==> config.mk <==
export PLATFORM = sky130hd
export DESIGN_NAME = cave_automaton_row_step
export DESIGN_NICKNAME = d
export VERILOG_FILES = /design/src/hdl/cave_pkg.sv /design/src/hdl/cave_lane.sv /design/src/hdl/cave_row_gen.sv /design/src/hdl/cave_out_queue.sv /design/src/hdl/cave_automaton_row_step.sv
export VERILOG_INCLUDE_DIRS = /design/src /design/src/hdl
export SDC_FILE = /design/constraint.sdc
export NUM_CORES = 2
export LEC_CHECK = 0
export ABC_AREA = 0
export BUFFER_PORTS_ARGS = -buffer_cell sky130_fd_sc_hd__buf_2
export CAP_MARGIN = 0
export CORE_ASPECT_RATIO = 0.8
export CORE_MARGIN = 2
export CORE_UTILIZATION = 55
export CTS_BUF_LIST = sky130_fd_sc_hd__clkbuf_8
export CTS_CLUSTER_SIZE = 28
export DETAILED_ROUTE_END_ITERATION = 8
export PLACE_DENSITY = 0.71
export SLEW_MARGIN = 20
export SYNTH_ARGS = -nofsm -noshare
export SYNTH_HDL_FRONTEND = slang
export SYNTH_SLANG_ARGS = --single-unit
==> constraint.sdc <==
create_clock -name clk -period 11.4 [get_ports clk]
set_input_delay 0 -clock clk [delete_from_list [all_inputs] [get_ports clk]]
set_output_delay 0 -clock clk [all_outputs]
set_load 0.005 [all_outputs]
==> src/hdl/cave_automaton_row_step_defines.svh <==
// ---------------------------------------------------------------------------
// Cave automaton row step: assertion macros
// Shared assertion wrappers. Synthesis builds see empty bodies.
// ---------------------------------------------------------------------------
`ifndef CAVE_AUTOMATON_ROW_STEP_DEFINES_SVH
`define CAVE_AUTOMATON_ROW_STEP_DEFINES_SVH

`ifndef SYNTHESIS
// Clocked assertion, switched off while reset is held.
`define CAVE_ASSERT(lbl, prop, msg) \
  lbl: assert property (@(posedge clk) disable iff (!rst_n) (prop)) else $error(msg);
// Clocked assertion that also holds through reset.
`define CAVE_ASSERT_ALWAYS(lbl, prop, msg) \
  lbl: assert property (@(posedge clk) (prop)) else $error(msg);
`else
`define CAVE_ASSERT(lbl, prop, msg)
`define CAVE_ASSERT_ALWAYS(lbl, prop, msg)
`endif

`endif

==> src/hdl/cave_pkg.sv <==
// ---------------------------------------------------------------------------
// Cave automaton package
// Widths, register indexes, reset values and the result entry type.
// ---------------------------------------------------------------------------
`default_nettype none

package cave_pkg;

  // Row geometry: lanes in use and the fixed width of a row word.
  localparam int ROW_CELLS = 64;
  localparam int CELL_W    = 64;

  // Register widths.
  localparam int LIMIT_W   = 4;
  localparam int WIDTH_W   = 7;
  localparam int CFG_IDX_W = 2;
  localparam int CFG_DAT_W = 7;

  // Register indexes.
  localparam logic [CFG_IDX_W-1:0] CFG_DEATH_LIMIT = 2'd0;
  localparam logic [CFG_IDX_W-1:0] CFG_BIRTH_LIMIT = 2'd1;
  localparam logic [CFG_IDX_W-1:0] CFG_ROW_WIDTH   = 2'd2;

  // Register reset values.
  localparam logic [LIMIT_W-1:0] DEATH_RST = 4'd3;
  localparam logic [LIMIT_W-1:0] BIRTH_RST = 4'd4;
  localparam logic [WIDTH_W-1:0] WIDTH_RST = 7'd64;

  // Result queue sizing.
  localparam int QUEUE_DEPTH = 4;
  localparam int QCNT_W      = $clog2(QUEUE_DEPTH + 1);
  localparam int PUSH_W      = 2;

  // One result entry.
  typedef struct packed {
    logic [CELL_W-1:0] cells;
    logic              done;
  } cave_res_t;

  // Push request towards the result queue.
  typedef struct packed {
    logic [PUSH_W-1:0] n;
    cave_res_t         e0;
    cave_res_t         e1;
  } cave_push_t;

endpackage

`default_nettype wire

==> src/hdl/cave_lane.sv <==
// ---------------------------------------------------------------------------
// Cave automaton cell lane
// Counts the eight neighbours of one cell and applies the survival rule.
// ---------------------------------------------------------------------------
`default_nettype none

module cave_lane (
  input  wire logic [2:0]                     above,
  input  wire logic [2:0]                     mid,
  input  wire logic [2:0]                     below,
  input  wire logic [cave_pkg::LIMIT_W-1:0]   death_limit,
  input  wire logic [cave_pkg::LIMIT_W-1:0]   birth_limit,
  output logic                                cell_next
);

  logic [7:0] nbrs;
  logic [3:0] count;

  // Neighbour count, the centre cell excluded.
  assign nbrs  = {above, mid[2], mid[0], below};
  assign count = 4'($countones(nbrs));

  // A live cell survives unless starved; a dead cell needs a crowd.
  always_comb begin
    if (mid[1]) begin
      cell_next = (count >= death_limit);
    end else begin
      cell_next = (count > birth_limit);
    end
  end

endmodule

`default_nettype wire

==> src/hdl/cave_row_gen.sv <==
// ---------------------------------------------------------------------------
// Cave automaton row generator
// Runs one lane per cell across a row and merges the lanes under the width.
// ---------------------------------------------------------------------------
`default_nettype none

module cave_row_gen (
  input  wire logic [cave_pkg::CELL_W-1:0]  above,
  input  wire logic [cave_pkg::CELL_W-1:0]  mid,
  input  wire logic [cave_pkg::CELL_W-1:0]  below,
  input  wire logic [cave_pkg::LIMIT_W-1:0] death_limit,
  input  wire logic [cave_pkg::LIMIT_W-1:0] birth_limit,
  input  wire logic [cave_pkg::WIDTH_W-1:0] row_width,
  output logic      [cave_pkg::CELL_W-1:0]  next_row
);

  logic [cave_pkg::WIDTH_W-1:0]   w_eff;
  logic [cave_pkg::CELL_W-1:0]    in_map;
  logic [cave_pkg::CELL_W+1:0]    ext_above;
  logic [cave_pkg::CELL_W+1:0]    ext_mid;
  logic [cave_pkg::CELL_W+1:0]    ext_below;
  logic [cave_pkg::CELL_W-1:0]    lane_out;
  logic [cave_pkg::ROW_CELLS-1:0] lane_bits;

  // Width saturates at the number of lanes.
  assign w_eff = (row_width > cave_pkg::WIDTH_W'(cave_pkg::ROW_CELLS)) ?
                 cave_pkg::WIDTH_W'(cave_pkg::ROW_CELLS) : row_width;

  // Columns inside the map.
  always_comb begin
    for (int c = 0; c < cave_pkg::CELL_W; c++) begin
      in_map[c] = (cave_pkg::WIDTH_W'(c) < w_eff);
    end
  end

  // Outside columns read as alive, with one live column padded on each side.
  assign ext_above = {1'b1, above | ~in_map, 1'b1};
  assign ext_mid   = {1'b1, mid   | ~in_map, 1'b1};
  assign ext_below = {1'b1, below | ~in_map, 1'b1};

  // One lane per cell; lanes beyond the row count stay dead.
  always_comb begin
    lane_out = '0;
    lane_out[cave_pkg::ROW_CELLS-1:0] = lane_bits;
  end

  for (genvar c = 0; c < cave_pkg::ROW_CELLS; c++) begin : g_lane
    cave_lane u_lane (
      .above       (ext_above[c+2:c]),
      .mid         (ext_mid[c+2:c]),
      .below       (ext_below[c+2:c]),
      .death_limit (death_limit),
      .birth_limit (birth_limit),
      .cell_next   (lane_bits[c])
    );
  end

  // Merge: cells outside the map are cleared.
  assign next_row = lane_out & in_map;

endmodule

`default_nettype wire

==> src/hdl/cave_out_queue.sv <==
// ---------------------------------------------------------------------------
// Cave automaton result queue
// Shift queue that takes up to two results a cycle and presents the oldest.
// ---------------------------------------------------------------------------
`default_nettype none

`include "cave_automaton_row_step_defines.svh"

module cave_out_queue (
  input  wire logic                       clk,
  input  wire logic                       rst_n,
  input  wire cave_pkg::cave_push_t       push,
  output logic                            room,
  output logic                            out_tvalid,
  input  wire logic                       out_tready,
  output logic [cave_pkg::CELL_W-1:0]     out_tdata,   // [63:0] next_row_cells
  output logic                            out_tlast    // frame_done
);

  cave_pkg::cave_res_t             q_r   [cave_pkg::QUEUE_DEPTH];
  cave_pkg::cave_res_t             q_nxt [cave_pkg::QUEUE_DEPTH];
  logic [cave_pkg::QCNT_W-1:0]     count_r;
  logic [cave_pkg::QCNT_W-1:0]     count_nxt;
  logic [cave_pkg::QCNT_W-1:0]     base;
  logic                            pop;

  // Head of the queue drives the result channel.
  assign out_tvalid = (count_r != '0);
  assign out_tdata  = q_r[0].cells;
  assign out_tlast  = q_r[0].done;
  assign pop        = out_tvalid && out_tready;

  // Room for a two-result transaction.
  assign room = (count_r <= cave_pkg::QCNT_W'(cave_pkg::QUEUE_DEPTH - 2));

  // Next contents: shift on a pop, then append behind what remains.
  always_comb begin
    base = count_r - cave_pkg::QCNT_W'(pop);
    for (int i = 0; i < cave_pkg::QUEUE_DEPTH; i++) begin
      if (pop && (i < cave_pkg::QUEUE_DEPTH - 1)) begin
        q_nxt[i] = q_r[i+1];
      end else begin
        q_nxt[i] = q_r[i];
      end
      if ((push.n != '0) && (cave_pkg::QCNT_W'(i) == base)) begin
        q_nxt[i] = push.e0;
      end
      if ((push.n == cave_pkg::PUSH_W'(2)) &&
          (cave_pkg::QCNT_W'(i) == base + cave_pkg::QCNT_W'(1))) begin
        q_nxt[i] = push.e1;
      end
    end
    count_nxt = base + cave_pkg::QCNT_W'(push.n);
  end

  // Entry storage, no reset needed.
  always_ff @(posedge clk) begin
    for (int i = 0; i < cave_pkg::QUEUE_DEPTH; i++) begin
      q_r[i] <= q_nxt[i];
    end
  end

  // Fill level.
  always_ff @(posedge clk) begin
    if (!rst_n) begin
      count_r <= '0;
    end else begin
      count_r <= count_nxt;
    end
  end

  // Checks on the fill level.
  `CAVE_ASSERT(a_count_bound, count_r <= cave_pkg::QCNT_W'(cave_pkg::QUEUE_DEPTH), "queue over depth")
  `CAVE_ASSERT(a_push_fits, (push.n != '0) |-> room, "push without room")
  `CAVE_ASSERT(a_pop_only, (pop && push.n == '0) |=> count_r == $past(count_r) - cave_pkg::QCNT_W'(1), "pop did not drain")

endmodule

`default_nettype wire

==> src/hdl/cave_automaton_row_step.sv <==
// ---------------------------------------------------------------------------
// Cave automaton row step
// One smoothing generation of a cave map, streamed one row per transaction.
// ---------------------------------------------------------------------------
// Channel   Dir   Handshake              Payload
// in_       in    in_tvalid/in_tready    tdata row_cells, tlast final_row
// out_      out   out_tvalid/out_tready  tdata next_row_cells, tlast frame_done
// cfg_      in    cfg_wr_en              cfg_index, cfg_wdata
//
// A row is accepted every cycle while the four-entry result queue has room
// for two results; each result is computed in the accepting cycle by 64
// parallel lanes and is registered into the queue, offered once older results have left.
// The first row of a map returns nothing and its final row returns two
// results, so a map returns as many results as it has rows and one row per
// cycle is sustained when the output never stalls.
// Reset (synchronous, rst_n low) empties the queue, restores the registers
// and marks the row above as outside the map. A stalled output holds its
// head result while inputs keep being taken until the queue has no room for two results.
// ---------------------------------------------------------------------------
`default_nettype none

`include "cave_automaton_row_step_defines.svh"

module cave_automaton_row_step (
  input  wire logic                            clk,
  input  wire logic                            rst_n,
  input  wire logic                            in_tvalid,
  output logic                                 in_tready,
  input  wire logic [cave_pkg::CELL_W-1:0]     in_tdata,    // [63:0] row_cells
  input  wire logic                            in_tlast,    // final_row
  output logic                                 out_tvalid,
  input  wire logic                            out_tready,
  output logic      [cave_pkg::CELL_W-1:0]     out_tdata,   // [63:0] next_row_cells
  output logic                                 out_tlast,   // frame_done
  input  wire logic                            cfg_wr_en,
  input  wire logic [cave_pkg::CFG_IDX_W-1:0]  cfg_index,
  input  wire logic [cave_pkg::CFG_DAT_W-1:0]  cfg_wdata
);

  logic [cave_pkg::LIMIT_W-1:0] death_r;
  logic [cave_pkg::LIMIT_W-1:0] birth_r;
  logic [cave_pkg::WIDTH_W-1:0] width_r;

  logic [cave_pkg::CELL_W-1:0]  above_r;
  logic [cave_pkg::CELL_W-1:0]  above_nxt;
  logic [cave_pkg::CELL_W-1:0]  middle_r;
  logic [cave_pkg::CELL_W-1:0]  middle_nxt;
  logic                         mid_valid_r;
  logic                         mid_valid_nxt;

  logic [cave_pkg::CELL_W-1:0]  last_above;
  logic [cave_pkg::CELL_W-1:0]  res_mid;
  logic [cave_pkg::CELL_W-1:0]  res_last;
  logic                         in_acc;
  logic                         room;
  cave_pkg::cave_push_t         push;

  // Configuration writes.
  always_ff @(posedge clk) begin
    if (!rst_n) begin
      death_r <= cave_pkg::DEATH_RST;
      birth_r <= cave_pkg::BIRTH_RST;
      width_r <= cave_pkg::WIDTH_RST;
    end else if (cfg_wr_en) begin
      case (cfg_index)
        cave_pkg::CFG_DEATH_LIMIT: death_r <= cfg_wdata[cave_pkg::LIMIT_W-1:0];
        cave_pkg::CFG_BIRTH_LIMIT: birth_r <= cfg_wdata[cave_pkg::LIMIT_W-1:0];
        cave_pkg::CFG_ROW_WIDTH:   width_r <= cfg_wdata[cave_pkg::WIDTH_W-1:0];
        default: ;
      endcase
    end
  end

  assign in_tready = room;
  assign in_acc    = in_tvalid && in_tready;

  // Stored middle row with the incoming row below it.
  cave_row_gen u_gen_mid (
    .above       (above_r),
    .mid         (middle_r),
    .below       (in_tdata),
    .death_limit (death_r),
    .birth_limit (birth_r),
    .row_width   (width_r),
    .next_row    (res_mid)
  );

  // Final row, with the outside below it.
  assign last_above = mid_valid_r ? middle_r : above_r;

  cave_row_gen u_gen_last (
    .above       (last_above),
    .mid         (in_tdata),
    .below       ('1),
    .death_limit (death_r),
    .birth_limit (birth_r),
    .row_width   (width_r),
    .next_row    (res_last)
  );

  // Results of this transaction, oldest first.
  always_comb begin
    push.n        = '0;
    push.e0.cells = res_mid;
    push.e0.done  = 1'b0;
    push.e1.cells = res_last;
    push.e1.done  = 1'b1;
    if (in_acc) begin
      push.n = cave_pkg::PUSH_W'(mid_valid_r) + cave_pkg::PUSH_W'(in_tlast);
      if (!mid_valid_r) begin
        push.e0.cells = res_last;
        push.e0.done  = 1'b1;
      end
    end
  end

  // Row window shift; a final row returns the window to its start state.
  always_comb begin
    above_nxt     = above_r;
    middle_nxt    = middle_r;
    mid_valid_nxt = mid_valid_r;
    if (in_acc) begin
      if (in_tlast) begin
        above_nxt     = '1;
        middle_nxt    = '0;
        mid_valid_nxt = 1'b0;
      end else begin
        if (mid_valid_r) begin
          above_nxt = middle_r;
        end
        middle_nxt    = in_tdata;
        mid_valid_nxt = 1'b1;
      end
    end
  end

  always_ff @(posedge clk) begin
    if (!rst_n) begin
      above_r     <= '1;
      middle_r    <= '0;
      mid_valid_r <= 1'b0;
    end else begin
      above_r     <= above_nxt;
      middle_r    <= middle_nxt;
      mid_valid_r <= mid_valid_nxt;
    end
  end

  cave_out_queue u_queue (
    .clk        (clk),
    .rst_n      (rst_n),
    .push       (push),
    .room       (room),
    .out_tvalid (out_tvalid),
    .out_tready (out_tready),
    .out_tdata  (out_tdata),
    .out_tlast  (out_tlast)
  );

  // Window state checks.
  `CAVE_ASSERT(a_final_clears, (in_acc && in_tlast) |=> (!mid_valid_r && above_r == '1), "final row did not clear window")
  `CAVE_ASSERT(a_row_kept, (in_acc && !in_tlast) |=> (mid_valid_r && middle_r == $past(in_tdata)), "row not stored")
  `CAVE_ASSERT(a_above_outside, !mid_valid_r |-> (above_r == '1), "row above not outside at map start")

endmodule

`default_nettype wire
==> summary.md <==
| Metric | Value |
|---|---|
| Worst min path class | `in2reg` |
| Max Cap Viol | `0` |
| CP arrival | `7.57 ns` |
| Slew headroom | `12.9%` |
| Chip width | `381 um` |
| Status | `finished clean` |
| Design area | `67900 um2` |
| IO Pins | `146` |
| Logic pwr share | `71.7%` |
| Antenna violations before repair | `14` |
| Worst Path Max Fanout | `27` |
| Finished Layout Cells | `8740` |
| DP Area | `65100 um2` |
| Worst Path Class, Setup | `reg2reg` |
| Vias in the first global route | `54200` |
| Layout cell share with drive strength beyond 1 | `7.01%` |
| Dpl ws | `4.49 ns` |
| Input/output buffers | `145` |
| Post-layout util | `60.3%` |
| Starting density of the core | `55.4%` |
| Row count | `110` |
| Gr ovfl total | `0` |
| Setup ws final | `4.31 ns` |
| First-pass GRT wire length | `314000 um` |
| Maximum VDD drop | `0.167 mV` |
| Kind of start point of the critical path | `flop` |
| CTS sink count | `407` |
| Via density | `6.25` |
| Post-synth cell types | `91` |
| P_leak | `32.9 nW` |
| Die Footprint | `116000 um2` |
| Pin count of the biggest net entering global routing | `91` |
| Clock Power Share | `11.7%` |
| P_sw | `7.12 mW` |
| DP Cell Count | `8477` |
| Gpl congestion | `0.920` |
| Clock Path Buffers | `3` |
| Hold Slack | `0.0523 ns` |
| Cells after Synth | `6937` |
| Number of synthesized flops with an enable pin | `256` |
| Setup violation total in the final timing report | `0` |
| CTS-repair resized insts | `0` |
| Hold Buf Count CTS | `109` |
| Power Internal | `7.13 mW` |
| Final hold viol count | `0` |
| Final Max Slew Viols | `0` |
| Remaining DRCs | `0` |
| Mapped Area | `62400 um2` |
| CTS buffer count | `80` |
| Setup repair bufs after CTS | `0` |
| Min Tclk post-route | `7.09 ns` |
| RSZ-0062 raised after global routing | `false` |
| Final period util | `62.2%` |
| Half-perimeter wire length after placement | `145000 um` |
| Fillers | `9843` |
| Yosys warnings | `0` |
| GRT Overall Usage | `34.4%` |
| Post-route ant nets | `0` |
| Final WL | `203000 um` |
| Synth Register Bits | `407` |
| Routed WL per cell | `23.2 um` |
| Root Driver | `clkbuf_8` |
| Synthesized area per cell | `9.00 um2` |
| TNS Setup | `0 ns` |
| Syn Nets | `8866` |
| Worst clock skew | `0.0436 ns` |
| Slew @ Worst Pin | `1.30 ns` |
| Fmax | `141 MHz` |
| Crit. End Element | `flop` |
| Drt first pass iters | `8` |
| H-tree levels | `3` |
| Clk Latency, worst-skew pair | `0.77 ns` |
| Seq pwr share | `16.6%` |
| Cell Pwr Density | `210 nW/um2` |
| Via count | `54600` |
| Nets | `9086` |
| Fraction of registers with async set/reset | `0%` |
| DIE HEIGHT | `305 um` |
| Sw frac | `50.0%` |
| Crit path required time | `11.89 ns` |
| CTS tree | `built` |
| Main synth FF type | `edfxtp_1` |
| Reg clk slew, reported paths | `0.06 ns` |
| Sequential element share of the synthesized area | `17.2%` |
| Area growth syn-to-layout | `8.83%` |
| Pwr Total | `14.3 mW` |
| Core area | `113000 um2` |
| Initial drt markers | `5703` |
==> metal layers <==
layer | track usage, % | vias to the layer above | share of wire, %
met2 | 53.0 | 2851 | 42
met5 | 0 | - | 0.033
li1 | - | 25000 | -
met1 | 46.2 | 26100 | 41
met4 | 13.5 | 10 | 4.5
met3 | 8.79 | 582 | 12
==> area by class of cell <==
type	count	area (um2)	area share, %
antenna	5	12.5	0.0184
clock buffer	86	1180	1.74
clock inverter	62	478	0.704
inverter	998	3780	5.56
multi-input combinational	5320	47300	69.6
sequential	407	10700	15.8
tap	1512	1890	2.79
timing repair buffer	350	2600	3.82
==> path summary, 6_finish.rpt <==
path	slack, ns	from	end	cells after the start
worst max register to register	4.31	width_r[2]$_SDFFE_PN0P_	u_queue.q_r[0][6]$_DFFE_PP_	22
worst min-delay path	0.05	in_tlast	middle_r[2]$_SDFFE_PN0P_	5
worst max-delay path	4.31	width_r[2]$_SDFFE_PN0P_	u_queue.q_r[0][6]$_DFFE_PP_	22
worst min register to register	0.47	u_queue.q_r[3][0]$_SDFFE_PP1P_	u_queue.q_r[3][0]$_SDFFE_PP1P_	2
==> cell usage in the layout, fill, tap and decap left out, types with 96 or more instances in the layout <==
cell and instances:
fa_1 359, xnor2_1 127, o22ai_1 150, nor2_1 389, ha_1 1491, edfxtp_1 256
a21oi_1 285, nor2b_1 263, nand2b_1 201, inv_1 1009, o21ai_0 329, buf_2 144
a211oi_1 96, dlygate4sd3_1 109, nand4_1 108, dfxtp_1 147, nand2_1 344
==> synthesized netlist by cell type (37+ instances only) <==
| master | n | area (um2) |
|---|---|---|
| edfxtp_1 | 256 | 7690 |
| nand2_1 | 349 | 1310 |
| or2_2 | 92 | 576 |
| o21ai_0 | 329 | 1650 |
| clkbuf_1 | 159 | 597 |
| a221o_1 | 37 | 370 |
| o22ai_1 | 150 | 938 |
| a22o_1 | 74 | 648 |
| fa_1 | 359 | 7190 |
| a21oi_1 | 288 | 1440 |
| a22oi_1 | 59 | 443 |
| nand2b_1 | 201 | 1260 |
| a211oi_1 | 96 | 721 |
| nand4_1 | 108 | 676 |
| nor3_1 | 79 | 395 |
| o221ai_1 | 37 | 324 |
| a21boi_0 | 62 | 465 |
| nor2b_1 | 263 | 1650 |
| nand3b_1 | 67 | 503 |
| a211o_1 | 73 | 639 |
| dfxtp_1 | 151 | 3020 |
| inv_1 | 996 | 3740 |
| o21a_1 | 68 | 510 |
| ha_1 | 1491 | 18700 |
| nor2_1 | 395 | 1480 |
| o211ai_1 | 59 | 443 |
| xnor2_1 | 127 | 1110 |
==> critical path: stages, from the launching register on <==
cell and delay, ns:
dfxtp_1 1.05, o21ai_0 0.55, nor2_1 0.83, nor2_1 0.29, or2_2 0.40, inv_1 0.20, fa_1 0.46, inv_1 0.07
ha_1 0.12, inv_1 0.05, fa_1 0.49, inv_1 0.05, fa_1 0.41, inv_1 0.08, fa_1 0.41, inv_1 0.10
ha_1 0.24, nor2b_1 0.14, nor3_1 0.14, o21ai_0 0.11, o211a_1 0.20, a22o_1 0.24, a2bb2oi_1 0.15
==> state kept, by name, summed over array words and instances (netlist names) <==
signal / count
above_r: 64
birth_r: 4
death_r: 4
mid_valid_r: 1
middle_r: 64
u_queue.count_r: 3
u_queue.q_r: 260
width_r: 7
==> power groups by stage <==
| stage | combinational, mW | clock, mW | sequential (mW) |
|---|---|---|---|
| detailed placement | 9.93 | 0 | 2.38 |
| CTS | 10.0 | 1.67 | 2.36 |
| global placement | 9.43 | 0 | 2.38 |
| global route | 11.5 | 1.73 | 2.40 |
| floorplan | 7.09 | 0 | 2.31 |
| finish | 10.2 | 1.67 | 2.37 |
==> kinds of logic (layout without fill, tap and decap cells) <==
| logic type | Yosys count | count (layout) | synth area share, % |
|---|---|---|---|
| AO/OA/AOI/OAI | 1590 | 1590 | 17.3 |
| XOR/XNOR | 147 | 147 | 2.06 |
| adder cells (fa/ha/maj) | 1850 | 1850 | 41.4 |
| buffers and inverters | 1210 | 1496 | 7.36 |
| flip-flops | 407 | 407 | 17.2 |
| multiplexers | 34 | 34 | 0.545 |
| other | 0 | 5 | 0 |
| AND/OR/NAND/NOR | 1699 | 1699 | 14.2 |
Power figures use the tool's default switching activity.
